==> src/sv/hcb_pkg.sv <==
// shared types, constants and helpers of the hill cipher block
package hcb_pkg;

  localparam int MAX_BLOCK = 4;
  localparam int IDX_W     = $clog2(MAX_BLOCK);
  localparam int CNT_W     = $clog2(MAX_BLOCK + 1);
  localparam int DIGIT_W   = 5;
  localparam int KEY_W     = 5;
  localparam int LETTER_W  = 7;
  localparam int CFG_W     = 20;
  localparam int CFG_IDX_W = 3;
  localparam int MOD_W     = 10;

  localparam logic [LETTER_W-1:0] LETTER_A   = 7'd65;
  localparam logic [MOD_W-1:0]    MODULUS    = 10'd26;
  localparam logic [MOD_W-1:0]    LETTER_OFS = 10'd13;

  localparam logic [CFG_IDX_W-1:0] REG_BLOCK_SIZE = 3'd0;
  localparam logic [CFG_IDX_W-1:0] REG_KEY_ROW_0  = 3'd1;
  localparam logic [CFG_IDX_W-1:0] REG_KEY_ROW_1  = 3'd2;
  localparam logic [CFG_IDX_W-1:0] REG_KEY_ROW_2  = 3'd3;
  localparam logic [CFG_IDX_W-1:0] REG_KEY_ROW_3  = 3'd4;

  typedef logic [DIGIT_W-1:0] hcb_digit_t;
  typedef logic [3:0][KEY_W-1:0] hcb_key_row_t;

  typedef enum logic [1:0] {
    ST_COLLECT,
    ST_COMPUTE,
    ST_LOAD,
    ST_EMIT
  } hcb_state_t;

  typedef struct packed {
    logic en;
    logic first;
  } hcb_lane_ctl_t;

  typedef struct packed {
    logic busy;
    logic done;
  } hcb_out_stat_t;

  // x mod 26 for x up to 840: reciprocal estimate, one correction
  function automatic hcb_digit_t mod26(input logic [MOD_W-1:0] x);
    logic [15:0]      prod;
    logic [4:0]       q;
    logic [MOD_W-1:0] r;
    prod = x * 16'd78;
    q    = prod[15:11];
    r    = x - MOD_W'(q * MODULUS);
    if (r >= MODULUS) begin
      r = r - MODULUS;
    end
    return r[DIGIT_W-1:0];
  endfunction

  // key entry reduced mod 26
  function automatic hcb_digit_t key_fold(input logic [KEY_W-1:0] k);
    logic [KEY_W-1:0] r;
    r = (k >= KEY_W'(26)) ? k - KEY_W'(26) : k;
    return r;
  endfunction

endpackage

==> src/sv/hcb_mac_lane.sv <==
// one row lane: serial mod-26 multiply-accumulate over the block digits
module hcb_mac_lane (
  input  logic                  clk,
  input  hcb_pkg::hcb_lane_ctl_t ctl_i,
  input  hcb_pkg::hcb_digit_t   key_i,
  input  hcb_pkg::hcb_digit_t   digit_i,
  output hcb_pkg::hcb_digit_t   acc_o
);
  import hcb_pkg::*;

  hcb_digit_t       acc_r;
  hcb_digit_t       acc_nxt;
  logic [MOD_W-1:0] prod;
  logic [MOD_W-1:0] sum;

  always_comb begin
    prod = MOD_W'(key_i) * MOD_W'(digit_i);
    sum  = prod + (ctl_i.first ? '0 : MOD_W'(acc_r));
    acc_nxt = ctl_i.en ? mod26(sum) : acc_r;
  end

  always_ff @(posedge clk) begin
    acc_r <= acc_nxt;
  end

  assign acc_o = acc_r;

endmodule

==> src/sv/hcb_out_shift.sv <==
// output digit shift register with the result handshake
module hcb_out_shift (
  input  logic                          clk,
  input  logic                          rst_n,
  input  logic                          load_i,
  input  logic [hcb_pkg::CNT_W-1:0]     count_i,
  input  hcb_pkg::hcb_digit_t           digits_i [hcb_pkg::MAX_BLOCK],
  input  logic                          out_ready,
  output logic                          out_valid,
  output logic [hcb_pkg::LETTER_W-1:0]  out_letter_out,
  output logic                          out_block_last,
  output hcb_pkg::hcb_out_stat_t        stat_o
);
  import hcb_pkg::*;

  hcb_digit_t       d_r   [MAX_BLOCK];
  hcb_digit_t       d_nxt [MAX_BLOCK];
  logic [CNT_W-1:0] cnt_r;
  logic [CNT_W-1:0] cnt_nxt;
  logic             fire;

  assign out_valid      = (cnt_r != '0);
  assign fire           = out_valid && out_ready;
  assign out_letter_out = LETTER_W'(d_r[0]) + LETTER_A;
  assign out_block_last = (cnt_r == CNT_W'(1));
  assign stat_o.busy    = out_valid;
  assign stat_o.done    = fire && out_block_last;

  always_comb begin
    cnt_nxt = cnt_r;
    for (int k = 0; k < MAX_BLOCK; k++) begin
      d_nxt[k] = d_r[k];
    end
    if (load_i) begin
      cnt_nxt = count_i;
      for (int k = 0; k < MAX_BLOCK; k++) begin
        d_nxt[k] = digits_i[k];
      end
    end else if (fire) begin
      cnt_nxt = cnt_r - CNT_W'(1);
      for (int k = 0; k < MAX_BLOCK - 1; k++) begin
        d_nxt[k] = d_r[k + 1];
      end
    end
  end

  always_ff @(posedge clk) begin
    if (!rst_n) begin
      cnt_r <= '0;
    end else begin
      cnt_r <= cnt_nxt;
    end
  end

  always_ff @(posedge clk) begin
    for (int k = 0; k < MAX_BLOCK; k++) begin
      d_r[k] <= d_nxt[k];
    end
  end

endmodule

==> src/sv/hill_cipher_block_unit.sv <==
// top level of the hill cipher block: collect, serial matrix multiply, emit
//
//   channel  direction  handshake           payload
//   in_      input      in_valid/in_ready   in_letter_in[6:0]
//   out_     output     out_valid/out_ready out_letter_out[6:0], out_block_last
//   cfg_     input      cfg_we              cfg_index[2:0], cfg_data[19:0]
//
// letters are collected through the in_ handshake; a block of n letters then
// goes through digit-serial multiply-accumulate (one column per cycle in all row
// lanes), a load state and n result transactions.
// reset is synchronous, clears the fill count and the state machine and sets
// the registers to block size 3 and the identity key.
// in_ready is low from block completion until its last result is taken.
module hill_cipher_block_unit (
  input  logic                             clk,
  input  logic                             rst_n,
  input  logic                             in_valid,
  output logic                             in_ready,
  input  logic [hcb_pkg::LETTER_W-1:0]     in_letter_in,
  output logic                             out_valid,
  input  logic                             out_ready,
  output logic [hcb_pkg::LETTER_W-1:0]     out_letter_out,
  output logic                             out_block_last,
  input  logic                             cfg_we,
  input  logic [hcb_pkg::CFG_IDX_W-1:0]    cfg_index,
  input  logic [hcb_pkg::CFG_W-1:0]        cfg_data
);
  import hcb_pkg::*;

  hcb_state_t       state_r;
  hcb_state_t       state_nxt;
  logic [2:0]       block_size_r;
  hcb_key_row_t     key_r [MAX_BLOCK];
  hcb_digit_t       buf_r [MAX_BLOCK];
  logic [CNT_W-1:0] fill_r;
  logic [CNT_W-1:0] fill_nxt;
  logic [CNT_W-1:0] n_r;
  logic [IDX_W-1:0] j_r;

  logic [CNT_W-1:0] act_n;
  logic [IDX_W-1:0] slot;
  logic [CNT_W-1:0] slot_cnt;
  logic             in_fire;
  logic             blk_done;
  logic             last_step;
  logic             out_load;
  hcb_lane_ctl_t    lane_ctl;
  hcb_out_stat_t    out_stat;
  hcb_digit_t       lane_acc [MAX_BLOCK];
  hcb_digit_t       in_digit;

  always_comb begin
    if (block_size_r == 3'd0) begin
      act_n = CNT_W'(1);
    end else if (block_size_r > 3'(MAX_BLOCK)) begin
      act_n = CNT_W'(MAX_BLOCK);
    end else begin
      act_n = CNT_W'(block_size_r);
    end
  end

  assign slot      = (fill_r >= CNT_W'(MAX_BLOCK)) ? IDX_W'(MAX_BLOCK - 1) : fill_r[IDX_W-1:0];
  assign slot_cnt  = CNT_W'(slot) + CNT_W'(1);
  assign in_fire   = in_valid && in_ready;
  assign blk_done  = in_fire && (slot_cnt >= act_n);
  assign last_step = (CNT_W'(j_r) == n_r - CNT_W'(1));
  assign in_digit  = mod26(MOD_W'(in_letter_in) + LETTER_OFS);

  // next state
  always_comb begin
    state_nxt = state_r;
    unique case (state_r)
      ST_COLLECT: if (blk_done) state_nxt = ST_COMPUTE;
      ST_COMPUTE: if (last_step) state_nxt = ST_LOAD;
      ST_LOAD:    state_nxt = ST_EMIT;
      ST_EMIT:    if (out_stat.done) state_nxt = ST_COLLECT;
      default:    state_nxt = ST_COLLECT;
    endcase
  end

  // state outputs
  always_comb begin
    in_ready       = 1'b0;
    lane_ctl.en    = 1'b0;
    lane_ctl.first = (j_r == '0);
    out_load       = 1'b0;
    unique case (state_r)
      ST_COLLECT: in_ready = 1'b1;
      ST_COMPUTE: lane_ctl.en = 1'b1;
      ST_LOAD:    out_load = 1'b1;
      ST_EMIT:    ;
      default:    ;
    endcase
  end

  always_comb begin
    fill_nxt = fill_r;
    if (blk_done) begin
      fill_nxt = '0;
    end else if (in_fire) begin
      fill_nxt = slot_cnt;
    end
  end

  always_ff @(posedge clk) begin
    if (!rst_n) begin
      state_r      <= ST_COLLECT;
      fill_r       <= '0;
      j_r          <= '0;
      block_size_r <= 3'd3;
      for (int i = 0; i < MAX_BLOCK; i++) begin
        key_r[i] <= hcb_key_row_t'(CFG_W'(1) << (KEY_W * i));
      end
    end else begin
      state_r <= state_nxt;
      fill_r  <= fill_nxt;
      if (state_r == ST_COMPUTE) begin
        j_r <= last_step ? '0 : j_r + IDX_W'(1);
      end
      if (cfg_we) begin
        unique case (cfg_index)
          REG_BLOCK_SIZE: block_size_r <= cfg_data[2:0];
          REG_KEY_ROW_0:  key_r[0] <= cfg_data;
          REG_KEY_ROW_1:  key_r[1] <= cfg_data;
          REG_KEY_ROW_2:  key_r[2] <= cfg_data;
          REG_KEY_ROW_3:  key_r[3] <= cfg_data;
          default:        ;
        endcase
      end
    end
  end

  // block buffer: written by slot, shifted out one digit per compute cycle
  always_ff @(posedge clk) begin
    if (blk_done) begin
      n_r <= act_n;
    end
    if (in_fire) begin
      buf_r[slot] <= in_digit;
    end else if (state_r == ST_COMPUTE) begin
      for (int k = 0; k < MAX_BLOCK - 1; k++) begin
        buf_r[k] <= buf_r[k + 1];
      end
    end
  end

  for (genvar i = 0; i < MAX_BLOCK; i++) begin : g_lane
    hcb_mac_lane u_lane (
      .clk     (clk),
      .ctl_i   (lane_ctl),
      .key_i   (key_fold(key_r[i][j_r])),
      .digit_i (buf_r[0]),
      .acc_o   (lane_acc[i])
    );
  end

  hcb_out_shift u_out (
    .clk            (clk),
    .rst_n          (rst_n),
    .load_i         (out_load),
    .count_i        (n_r),
    .digits_i       (lane_acc),
    .out_ready      (out_ready),
    .out_valid      (out_valid),
    .out_letter_out (out_letter_out),
    .out_block_last (out_block_last),
    .stat_o         (out_stat)
  );

endmodule

==> config.mk <==
export PLATFORM = sky130hd
export DESIGN_NAME = hill_cipher_block_unit
export DESIGN_NICKNAME = d
export VERILOG_FILES = /design/src/sv/hcb_pkg.sv /design/src/sv/hcb_mac_lane.sv /design/src/sv/hcb_out_shift.sv /design/src/sv/hill_cipher_block_unit.sv
export SDC_FILE = /design/constraint.sdc
export NUM_CORES = 1
export LEC_CHECK = 0
export BUFFER_PORTS_ARGS = -buffer_cell sky130_fd_sc_hd__buf_4
export CAP_MARGIN = 20
export CORE_MARGIN = 5
export CORE_UTILIZATION = 60
export DETAILED_ROUTE_END_ITERATION = 16
export PLACE_DENSITY_LB_ADDON = 0.3
export SLEW_MARGIN = 10
export SYNTH_ARGS = -nofsm -noshare
export SYNTH_HDL_FRONTEND = slang
export SYNTH_SLANG_ARGS = --single-unit
==> constraint.sdc <==
create_clock -name clk -period 15.98 [get_ports clk]
set_input_delay 0 -clock clk [delete_from_list [all_inputs] [get_ports clk]]
set_output_delay 0 -clock clk [all_outputs]
set_load 0.005 [all_outputs]
* Yosys cells after proc, flatten, opt, wreduce, memory -nomap -nowiden
Memories as Yosys holds them, arrays and structs flattened.
Cells that the tools add are included.
** Storage, ports and cells
- Flip-flop bits (word level) :: 36
- Bits in writable memories :: 120
- Input port bits :: 35
- Output and inout port bits :: 10
- Logic and storage cells :: 160
- Memories kept :: 3
** Memories
- key_r :: depth 4, bits a word 20, read ports 4, clocked after memory_dff 0, write ports 4, line hill_cipher_block_unit.sv:33 : hcb_key_row_t key_r [MAX_BLOCK];
- buf_r :: depth 4, bits a word 5, read ports 4, clocked after memory_dff 0, write ports 3, line hill_cipher_block_unit.sv:34 : hcb_digit_t buf_r [MAX_BLOCK];
- u_out.d_r :: depth 4, bits a word 5, read ports 4, clocked after memory_dff 0, write ports 4, line hcb_out_shift.sv:16 : hcb_digit_t d_r [MAX_BLOCK];
** Operators by class
- Add/subtract/negate cells :: 24
- Multipliers :: 14
- $lt $le $gt $ge :: 13
- Eq/ne operators :: 12
- Mux-type cells :: 65
- Bitwise operators :: 5
- Reduce and logical (&&, ||, !) cells :: 14
** Operators with widths (count)
- 5-bit two-way mux :: 19
- 20-bit two-way mux :: 4
- 10-bit by 6-bit multiplier with 15-bit output (second input constant) :: 4
- 10-bit by 5-bit greater-or-equal comparator with 1-bit output (second input constant) :: 5
- 5-bit subtractor (second input constant) :: 9
- 10-bit adder :: 4
- 5-bit binary-select mux with 2-bit select :: 4
- 5-bit by 5-bit multiplier with 10-bit output :: 4
- 10-bit subtractor :: 4
- 5-bit by 4-bit multiplier with 9-bit output (second input constant) :: 4
- 15-bit two-way mux :: 2
- 1-bit two-way mux :: 25
- 5-bit greater-or-equal comparator (second input constant) :: 4
- 8-bit by 6-bit multiplier with 14-bit output (second input constant) :: 1
- 2-bit two-way mux :: 6
- 3-bit two-way mux :: 4
- 8-bit by 9-bit subtractor with 10-bit output :: 1
- 7-bit by 4-bit adder with 8-bit output (second input constant) :: 1
- 4-bit by 4-bit multiplier with 8-bit output (second input constant) :: 1
- 2-bit one-hot mux with 4 select lines :: 1
- 5-bit by 7-bit adder with 7-bit output (second input constant) :: 1
- 3-bit by 1-bit equality test with 1-bit output (second input constant) :: 2
- 3-bit by 2-bit equality test with 1-bit output (second input constant) :: 2
- 3-bit logical NOT :: 2
- 22 further kinds :: 33

* Depth between registers and ports, before layout
An unclocked memory read counts as a cell.
- Depth after elaboration :: 12
- Gate-level depth with buffers :: 53
- Gate-level depth less buffers :: 51

* Cells and area by module
A second synthesis with hierarchy kept.
** Unflattened totals
- Cell total of the unflattened synthesis :: 1855
- Area, all modules :: 19009.5 um^2
** By module, submodules not included
- hill_cipher_block_unit :: times used 1, cells an instance 561, area each 6831.6 um^2, seq. area each 3293.2 um^2
- hcb_mac_lane at g_lane[1].u_lane :: times used 1, cells an instance 303, area each 2805.2 um^2, seq. area each 150.1 um^2
- hcb_mac_lane at g_lane[0].u_lane :: times used 1, cells an instance 306, area each 2781.4 um^2, seq. area each 150.1 um^2
- hcb_mac_lane at g_lane[3].u_lane :: times used 1, cells an instance 306, area each 2757.6 um^2, seq. area each 150.1 um^2
- hcb_mac_lane at g_lane[2].u_lane :: times used 1, cells an instance 301, area each 2717.6 um^2, seq. area each 150.1 um^2
- hcb_out_shift :: times used 1, cells an instance 78, area each 1116.1 um^2, seq. area each 660.6 um^2

* Worst setup path after synthesis
OpenSTA, ideal clock, no wires.
- Path type :: register to register
- Start point :: reg j_r[0]
- End point :: reg g_lane[3].u_lane.acc_r[4] (data pin)
- Setup time :: 0.269 ns
- Arrival time :: 10.948 ns
- Required time :: 15.711 ns
- Setup slack :: 4.763 ns
- Stages on the path, launching flop included :: 46
- Buffers on the path :: 2
- Clock period less this slack :: 11.217 ns
- Cell sequence :: dfxtp_1 -> buf_2 -> buf_2 -> mux4_2 -> inv_1 -> ha_1 -> inv_1 -> nor2_1 -> o21ai_0 -> o21ai_0 -> nand2_1 -> fa_1 -> inv_1 -> fa_1 -> inv_1 -> fa_1 -> inv_1 -> ha_1 -> [... 10 more ...] -> or4_1 -> o22ai_1 -> o21bai_1 -> o21ba_2 -> xnor2_1 -> ha_1 -> fa_1 -> inv_1 -> fa_1 -> xor2_1 -> ha_1 -> and3_2 -> a221oi_4 -> a21oi_2 -> xnor2_1 -> xnor3_2 -> nor4_4 -> o21ai_0
** On the way
- Cells in the longest elaborated chain, start to end :: 11
- Elaborated cells on any way between the ends :: 15
- Classes of those cells :: 4 x add/sub; 3 x mul; 2 x order compare; 5 x mux; 1 x reduce/logical
** Ends and longest elaborated chain
- start, declared :: line hill_cipher_block_unit.sv:38 : logic [IDX_W-1:0] j_r;
- start signal, assigned :: line hill_cipher_block_unit.sv:118 : j_r <= last_step ? '0 : j_r + IDX_W'(1);
- 5-bit binary-select mux with 2-bit select :: line hill_cipher_block_unit.sv:151 : .key_i (key_fold(key_r[i][j_r])),
- 5-bit two-way mux (not written as such) :: line hill_cipher_block_unit.sv:151
- 5-bit subtractor or 5-bit greater-or-equal comparator (tied branches) :: line hcb_pkg.sv:61 : r = (k >= KEY_W'(26)) ? k - KEY_W'(26) : k;
- 5-bit two-way mux :: line hcb_pkg.sv:61
- 5-bit by 5-bit multiplier with 10-bit output :: line hcb_mac_lane.sv:17 : prod = MOD_W'(key_i) * MOD_W'(digit_i);
- 10-bit adder * :: line hcb_mac_lane.sv:18 : sum = prod + (ctl_i.first ? '0 : MOD_W'(acc_r));
- 10-bit by 6-bit multiplier with 15-bit output :: line hcb_pkg.sv:49 : prod = x * 16'd78;
- 5-bit by 4-bit multiplier with 9-bit output :: line hcb_pkg.sv:51 : r = x - MOD_W'(q * MODULUS);
- 10-bit subtractor * :: line hcb_pkg.sv:51
- 10-bit by 5-bit greater-or-equal comparator with 1-bit output or 5-bit subtractor (tied branches) :: line hcb_pkg.sv:52, hcb_pkg.sv:53
- 5-bit two-way mux * :: line hcb_pkg.sv:52 : if (r >= MODULUS) begin
- end signal, assigned :: line hcb_mac_lane.sv:23 : acc_r <= acc_nxt;
- end, declared :: line hcb_mac_lane.sv:11 : hcb_digit_t acc_r;
Every way passes the cells marked *; elsewhere a longest branch is shown, timed or not. The select of a mux whose other input is x is not followed.
A chain may end at the register's enable or synchronous reset.

* Worst setup path in the final report
- Start point :: reg j_r[0]
- End point :: reg g_lane[1].u_lane.acc_r[3] (data pin)
** On the way
- Cells in the longest elaborated chain, start to end :: 11
- Elaborated cells on any way between the ends :: 15
- Classes of those cells :: 4 x add/sub; 3 x mul; 2 x order compare; 5 x mux; 1 x reduce/logical
** Ends and longest elaborated chain (line)
- 5-bit binary-select mux with 2-bit select :: hill_cipher_block_unit.sv:151
- 5-bit two-way mux (not written as such) :: hill_cipher_block_unit.sv:151
- 5-bit subtractor or 5-bit greater-or-equal comparator (tied branches) :: hcb_pkg.sv:61
- 5-bit two-way mux :: hcb_pkg.sv:61
- 5-bit by 5-bit multiplier with 10-bit output :: hcb_mac_lane.sv:17
- 10-bit adder * :: hcb_mac_lane.sv:18
- 10-bit by 6-bit multiplier with 15-bit output :: hcb_pkg.sv:49
- 5-bit by 4-bit multiplier with 9-bit output :: hcb_pkg.sv:51
- 10-bit subtractor * :: hcb_pkg.sv:51
- 10-bit by 5-bit greater-or-equal comparator with 1-bit output or 5-bit subtractor (tied branches) :: hcb_pkg.sv:52, hcb_pkg.sv:53
- 5-bit two-way mux * :: hcb_pkg.sv:52
- end signal, assigned :: hcb_mac_lane.sv:23
- end, declared :: hcb_mac_lane.sv:11
Marks and branches as above.

==> metrics.md <==
| Metric | Value |
|---|---|
| CTS tree | `done` |
| Critical path's slowest cell | `mux4_2` |
| Placed cell count | `2,358` |
| Clk_skew | `0.0133 ns` |
| R2R setup slack | `3.77 ns` |
| Fin crit share | `76.4%` |
| FP Rows | `65` |
| Vias | `13,600` |
| Remaining Overflow, GRT | `0` |
| Setup total negative slack | `0 ns` |
| Pre-CTS WS | `3.52 ns` |
| Worst hold path depth | `3` |
| CTS-repair resized insts | `0` |
| Gate Count Post-Synth | `1,938` |
| CTS Sinks | `156` |
| Final setup margin | `3.77 ns` |
| Min-delay worst type | `primary input to flip-flop` |
| Startpoint types | `flip-flop` |
| Clock Latency Late Sink | `0.43 ns` |
| Fin Hold WS | `0.0390 ns` |
| Most frequent cell after synthesis | `inv_1` |
| Root buf cell | `clkbuf_16` |
| DRC | `0` |
| Ant. Diodes | `0` |
| Final Hold Vio Count | `0` |
| Post-DP HPWL | `30,400 um` |
| Mean post-synth cell area | `9.86 sq um` |
| Yosys warns | `0` |
| RSZ-0062 raised after global routing | `false` |
| Worst r2r src | `j_r[0]$_SDFFE_PN0P_` |
| Share of layout cells above drive strength 1 | `7.97%` |
| I/O Pins | `45` |
| Worst Path Max Fanout | `24` |
| Port bufs | `43` |
| #FFs+latches synth | `156` |
| DR WL/cell | `15.7 um` |
| Crit Path Class | `flip-flop to flip-flop` |
| Final #Nets | `2,493` |
| HP Start | `cfg_we` |
| Mapped Nets | `2,425` |
| Die height | `188 um` |
| CTS clk-pin slew, worst paths | `0.07 ns` |
| Pre-Repair DR Iteration Count | `5` |
| Max clock buf depth | `2` |
| Post-synth top area share | `22.5%` |
| Crit-path max cell delay | `0.62 ns` |
| Register area share after synthesis | `23.8%` |
| Slew Limit Fails | `0` |
| H-tree depth | `4` |
| Initial antenna violation count | `1` |
| WL final | `37,900 um` |
| Vias in the first global route | `13,900` |
| Die Area | `35,500 sq um` |
| Global-route wire length before repair | `64,900 um` |
| Fin cells | `2,421` |
| Async SR Flop Fraction | `0%` |
| Routability congestion estimate | `0.871` |
| Critical R2R Capture | `g_lane[1].u_lane.acc_o[3]$_DFFE_PP_` |
| Hold Path End | `key_r[3][15]$_SDFFCE_PN1P_` |
| FF-to-FF path depth | `43` |
| Routed Antenna Nets | `0` |
| Via density | `5.61` |
| Synth Flop Type | `edfxtp_1` |
| Synth area leaders | `edfxtp_1, ha_1, fa_1` |
| Top cell by count, worst path | `fa_1` |
| Max-slew headroom | `34.5%` |
| Yosys top cell by area | `edfxtp_1` |
| Cell variety after synth | `73` |
| Setup violations, final | `0` |
| Least-Margin Pin Slew | `0.982 ns` |
| Initial drt markers | `820` |
| Critical Path End Type | `flip-flop` |
| Initial core utilization | `60.7%` |
| Tmin final | `12.21 ns` |
| Placeable Area | `31,500 sq um` |
| Syn Std Cell Area | `19,100 sq um` |
| Number of synthesized flops with an enable pin | `143` |
| Die Width | `188 um` |
| Overall global routing resource usage | `21.6%` |
| Largest net degree at the start of global routing | `52` |
| P&R area growth vs syn | `8.57%` |
| CTS buffer count | `17` |
| Worst EP required | `16.14 ns` |
| Max-cap violations | `0` |
| Max Clk Rate | `81.9 MHz` |
| Worst EP arrival | `12.37 ns` |
| Outcome | `complete, no violations` |
| Commonest cells in the netlist | `inv_1, ha_1, edfxtp_1, fa_1, and2_1` |
layer usage:
metal | routed length [um] | part of all wire (%) | GRT usage (%)
met5 | 13 | 0.034 | 0
met4 | 524 | 1.4 | 4.01
met3 | 1580 | 4.2 | 2.32
met2 | 18500 | 49 | 37.9
met1 | 17300 | 46 | 29.6
cell type report:
class,instances,area (sq um)
inverters,361,1360
repair buffers,79,681
clock buffers,19,453
flip-flops and latches,156,4550
fillers,2405,10700
well taps,402,503
clock inverters,13,103
multi-input cells,1391,13100
placed cells by master, fill, tap and decap left out, drive strengths merged, types with 13 or more instances in the layout:
cell type	n
ha	325
o21ai	58
dlygate4sd3	27
xor2	63
a21o	32
mux2i	18
dfxtp	13
mux4	19
and2	114
xnor2	61
nor2b	29
and3	16
edfxtp	143
a211oi	13
buf	52
nand3	26
mux2	19
inv	369
nor3	14
nand2b	37
nand2	100
clkbuf	19
fa	127
a21oi	82
nor2	79
o21a	25
cell families after synthesis:
family,share of synthesized area (%)
xor gates and xnor gates,6.06
other,0.0196
DFF,23.8
muxes,4.30
and+or+nand+nor,13.3
AOI/OAI and AO/OA,10.2
buffers and inverters,7.74
adders and majority gates,34.6
flip-flops by register name, summed over array words and instances, names as in the netlist:
| name | count |
|---|---|
| block_size_r | 3 |
| buf_r | 20 |
| fill_r | 3 |
| g_lane.u_lane.acc_o | 20 |
| j_r | 2 |
| key_r | 80 |
| n_r | 3 |
| state_r | 2 |
| u_out.cnt_r | 3 |
| u_out.d_r | 20 |
worst max-delay path by stage:
stage | start | endpoint | slack [ns] | cells past startpoint
6_report | j_r[0]$_SDFFE_PN0P_ | g_lane[1].u_lane.acc_o[3]$_DFFE_PP_ | 3.77 | 43
5_1_grt | j_r[0]$_SDFFE_PN0P_ | g_lane[2].u_lane.acc_o[4]$_DFFE_PP_ | 2.96 | 49
4_1_cts | j_r[1]$_SDFFE_PN0P_ | g_lane[3].u_lane.acc_o[4]$_DFFE_PP_ | 3.55 | 42
3_5_place_dp | j_r[1]$_SDFFE_PN0P_ | g_lane[3].u_lane.acc_o[4]$_DFFE_PP_ | 3.52 | 42
3_3_place_gp | j_r[1]$_SDFFE_PN0P_ | g_lane[3].u_lane.acc_o[4]$_DFFE_PP_ | 3.86 | 42
2_1_floorplan | j_r[0]$_SDFFE_PN0P_ | g_lane[3].u_lane.acc_o[4]$_DFFE_PP_ | 4.76 | 45
worst max-delay path: cells and delay by family, from the launching register on:
kind	cells	cell delay, ns
compound gates	10	2.05
xor+xnor	6	1.45
fa+ha+maj	12	5.16
buf+inv	7	0.72
flops	1	0.31
mux	2	1.05
simple gates	6	1.19
repair_timing:
item	in CTS	in global routing
buffers inserted	0	0
endpoints found under the hold margin	89	0
hold buffers	27	0
stage by stage:
stage,area (sq um),utilization [%]
CTS,20700,65.7
floorplan,19100,-
finish,20700,65.9
global placement,19900,63.1
global route,20700,65.9
detailed placement,19900,63.1
Power is left out: the tool's default activity adds up to more than one toggle a clock period on the data nets, which glitch-free logic cannot reach.
